## config.mk

```make
export PLATFORM = sky130hd
export DESIGN_NAME = evp_ram
export DESIGN_NICKNAME = d
export VERILOG_FILES = /design/src/rtl/core/evp_ram.sv
export SDC_FILE = /design/constraint.sdc
export NUM_CORES = 2
export LEC_CHECK = 0
export BUFFER_PORTS_ARGS = -buffer_cell sky130_fd_sc_hd__buf_2
export CAP_MARGIN = 10
export CORE_UTILIZATION = 42
export CTS_CLUSTER_DIAMETER = 80
export DETAILED_ROUTE_END_ITERATION = 7
export PLACE_DENSITY = 0.57
export SYNTH_ARGS = -nofsm -noshare
export SYNTH_HDL_FRONTEND = slang
export SYNTH_SLANG_ARGS = --single-unit
```

## constraint.sdc

```tcl
create_clock -name clk -period 8.7 [get_ports clk]
set_clock_uncertainty 0.15 [all_clocks]
set_input_delay 0.435 -clock clk [delete_from_list [all_inputs] [get_ports clk]]
set_output_delay 0.435 -clock clk [all_outputs]
set_load 0.05 [all_outputs]
```

## src/rtl/core/evp_ram.sv

```systemverilog
// Generic single-port-write, single-port-read RAM with a registered read.
// No dependencies.
module evp_ram #(
    parameter int WIDTH = 32,
    parameter int DEPTH = 64,
    localparam int AW = (DEPTH > 1) ? $clog2(DEPTH) : 1
) (
    input  logic             clk,
    input  logic             we,
    input  logic [AW-1:0]    waddr,
    input  logic [WIDTH-1:0] wdata,
    input  logic             re,
    input  logic [AW-1:0]    raddr,
    output logic [WIDTH-1:0] rdata
);

    logic [WIDTH-1:0] mem [DEPTH];

    always_ff @(posedge clk)
    begin
        if (we)
        begin
            mem[waddr] <= wdata;
        end
    end

    // Read data holds while no read is issued.
    always_ff @(posedge clk)
    begin
        if (re)
        begin
            rdata <= mem[raddr];
        end
    end

endmodule

```

==> metrics.md <==
| Metric | Value |
|---|---|
| Worst Path Required | `between 9000 and 10000 ps` |
| # fillers | `between 10k and 15k` |
| #FFs+latches synth | `2080` |
| Cts repair resizes | `0` |
| CP Cell Sequence | `buf_8 -> buf_12 -> mux4_2 -> mux4_2 -> o22ai_1 -> nor2_1` |
| Cell Area, Synth | `about 79000 µm²` |
| Cells after Synth | `around 3.3k` |
| R2R setup slack | `around 5900 ps` |
| Crit. path cell count | `6` |
| Setup Crit Path Kind | `in2reg` |
| CP Buf/Inv Count | `2` |
| Post-CTS Hold Buffers | `0` |
| First-pass GRT wire length | `293 mm` |
| CTS tree | `yes` |
| RR Startpoint | `mem[63][5]` |
| Core Region | `about 190000 µm²` |
| Commonest non-fill, non-tap cell in the layout | `edfxtp_1` |
| First-pass detailed-route iteration total | `6` |
| Post-synthesis cell type count | `33` |
| Setup crit start kind | `input pin` |
| Fin crit period | `~3800 ps` |
| I/O pin cnt | `79` |
| Clock Sinks | `2080` |
| Fraction of registers with async set/reset | `0%` |
| CTS Buf Count | `200` |
| Sw Ratio | `between 20 and 25%` |
| Share of layout cells above drive strength 1 | `slightly below 30%` |
| Syn_nets | `between 3k and 4k` |
| DR vias/cell | `5.91` |
| Worst path most repeated cell | `mux4_2` |
| Placer Congestion | `0.791` |
| Slowest stage delay, CP | `roughly 720 ps` |
| Worst-path clk slew | `60 ps` |
| Syn avg cell area | `around 24 µm²` |
| Reg-to-reg endpoint | `rdata[5]` |
| Post-placement cell count | `around 5.8k` |
| Unrepaired setup endpoints after global routing | `no` |
| Die area | `189000 µm²` |
| Total of max-cap violations | `0` |
| HPWL Detailed | `approximately 110 mm` |
| Total grt overflow | `0` |
| Worst VDD drop | `0.215 mV` |
| All-Layer GR Usage | `22.1%` |
| Rows | `around 160` |
| CP Max Fanout | `96` |
| Family with the most delay on the worst path | `buffers and inverters` |
| Final worst path period share | `between 40% and 50%` |
| Initial antenna violation count | `15` |
| Seq pwr share | `between 50% and 60%` |
| Final-report hold violation count | `0` |
| Crit path capture | `rdata[5]` |
| Initial Util | `a little over two fifths` |
| CTS HTree Levels | `4` |
| Int Pwr | `about 16 mW` |
| Power per cell area | `roughly 230 nW/µm²` |
| DR WL/cell | `about 34 µm` |
| Outcome | `finished, final reports clean` |
| Final WL | `approximately 210 mm` |
| Slew Viols, Final | `0` |
| Worst-Skew Late Latency | `around 850 ps` |
| Die W | `between 400 and 500 µm` |
| NetSw | `between 4 and 5 mW` |
| CP Capture Type | `flip-flop` |
| Leakage power | `around 28 nW` |
| Post-synth top area share | `between 70% and 80%` |
| Critical path arrival | `just over 4000 ps` |
| Slowest cell on crit path | `o22ai_1` |
| Crit. Startpoint | `raddr[0]` |
| Number of synthesized flops with an enable pin | `2080` |
| Port Buffers | `between 70 and 80` |
| Clk pwr share | `40.9%` |
| Syn-to-layout area delta | `13.4%` |
| Most frequent cells in the layout | `edfxtp_1 (2080), mux4_2 (544), clkbuf_16 (202)` |
| Top cells by area, synth | `edfxtp_1 (79%), mux4_2 (16%), mux2i_1 (1.2%)` |
| Cells on worst reg2reg path | `4` |
| Largest net degree at the start of global routing | `112` |
| Finished Layout Cells | `6192` |
| Iter 0 DRT Violations | `5017` |
| # DRC | `0` |
| Final ANT Viol Nets | `0` |
| Ys flop type | `edfxtp_1` |
| Clock root cell | `clkbuf_16` |
| # setup viols final | `0` |
| Least-Margin Pin Slew | `around 1100 ps` |
| CTS max path bufs | `3` |
| Total Nets Final | `roughly 3.6k` |
| Fmax achieved | `~270 MHz` |
| Via count | `36.6k` |
| Vias in the first global route | `37.2k` |
| Combinational share of power | `between 5 and 6%` |
| Post-CTS setup buffers | `0` |
| Sequential share of the synthesized area | `between 70% and 80%` |
| Hold Path Class | `in2reg` |
| Rel. slew slack | `a little under a quarter` |
| Yosys warnings | `0` |
| TNS Setup | `0 ps` |
| Area leader, netlist | `edfxtp_1` |
| Chip height | `about 440 µm` |
[state kept, by name, summed over array words and instances, names as in the netlist]
signal  cells
mem      2048
rdata      32
[layer usage]
metal	part of all wire, %	GRT usage [%]	vias up
met3	8.4	4.27	227
met5	0.012	0	-
met1	41	31.7	20100
li1	-	-	14700
met4	2.1	5.35	4
met2	48	35.1	1527
[power by group through the flow]
stage	sequential [mW]	combinational (mW)	clock [mW]
3_3_place_gp	11.4	1.10	0
5_1_grt	11.2	1.15	9.00
4_1_cts	11.2	1.11	8.62
2_1_floorplan	11.4	0.540	0
6_report	11.2	1.10	8.49
3_5_place_dp	11.4	1.11	0
[area by class of cell]
cell class | count | area (µm²) | area share (%)
clock buffer | 235 | 5180 | 5.79
timing repair buffer | 208 | 1510 | 1.68
tap | 2480 | 3100 | 3.47
sequential | 2080 | 62500 | 69.9
multi-input combinational | 1062 | 16000 | 17.9
antenna | 2 | 5.00 | 0.00560
clock inverter | 125 | 1150 | 1.29
[logic make-up (layout without fill, tap and decap cells)]
| logic type | count (synthesis) | count (layout) | synth area share, % |
|---|---|---|---|
| simple gates | 223 | 223 | 1.26 |
| mux | 637 | 637 | 16.7 |
| compound gates | 202 | 202 | 1.67 |
| buf+inv | 182 | 568 | 1.12 |
| flops | 2080 | 2080 | 79.2 |
| other cells | 0 | 2 | 0 |
[how the worst min path moves through the flow]
stage | to | slack [ps] | cells past startpoint | startpoint
6_report | rdata[20] | 60 | 1 | re
5_1_grt | rdata[20] | 20 | 1 | re
3_5_place_dp | rdata[8] | 740 | 4 | mem[12][8]
4_1_cts | rdata[20] | 10 | 1 | re
3_3_place_gp | rdata[8] | 720 | 4 | mem[12][8]
2_1_floorplan | mem[0][0] | 380 | 0 | wdata[0]
[Yosys cell counts, types with 12 or more instances]
cell      count
a21oi_1      62
mux4_2      544
buf_1        21
nor2b_1      15
clkbuf_1     74
o221ai_1     27
a22oi_1      12
nand2_1      26
o22ai_1      84
nor2_1      137
edfxtp_1   2080
buf_2        57
buf_4        25
mux2i_1      93
[metrics by stage]
| step | hold slack [ps] | total power [mW] | util [%] | worst slack (ps) | instance area (µm²) |
|---|---|---|---|---|---|
| after floorplan | 384 | 11.9 | - | 4960 | 78800 |
| after global placement | 725 | 12.5 | 44.6 | 3870 | 83000 |
| after detailed placement | 735 | 12.5 | 44.6 | 3910 | 83000 |
| after CTS | 9.64 | 20.9 | 48.0 | 4830 | 89400 |
| after global routing | 16.8 | 21.3 | 48.0 | 4810 | 89400 |
| final | 58.0 | 20.7 | 48.0 | 4930 | 89400 |
(Power assumes the default switching activity.)
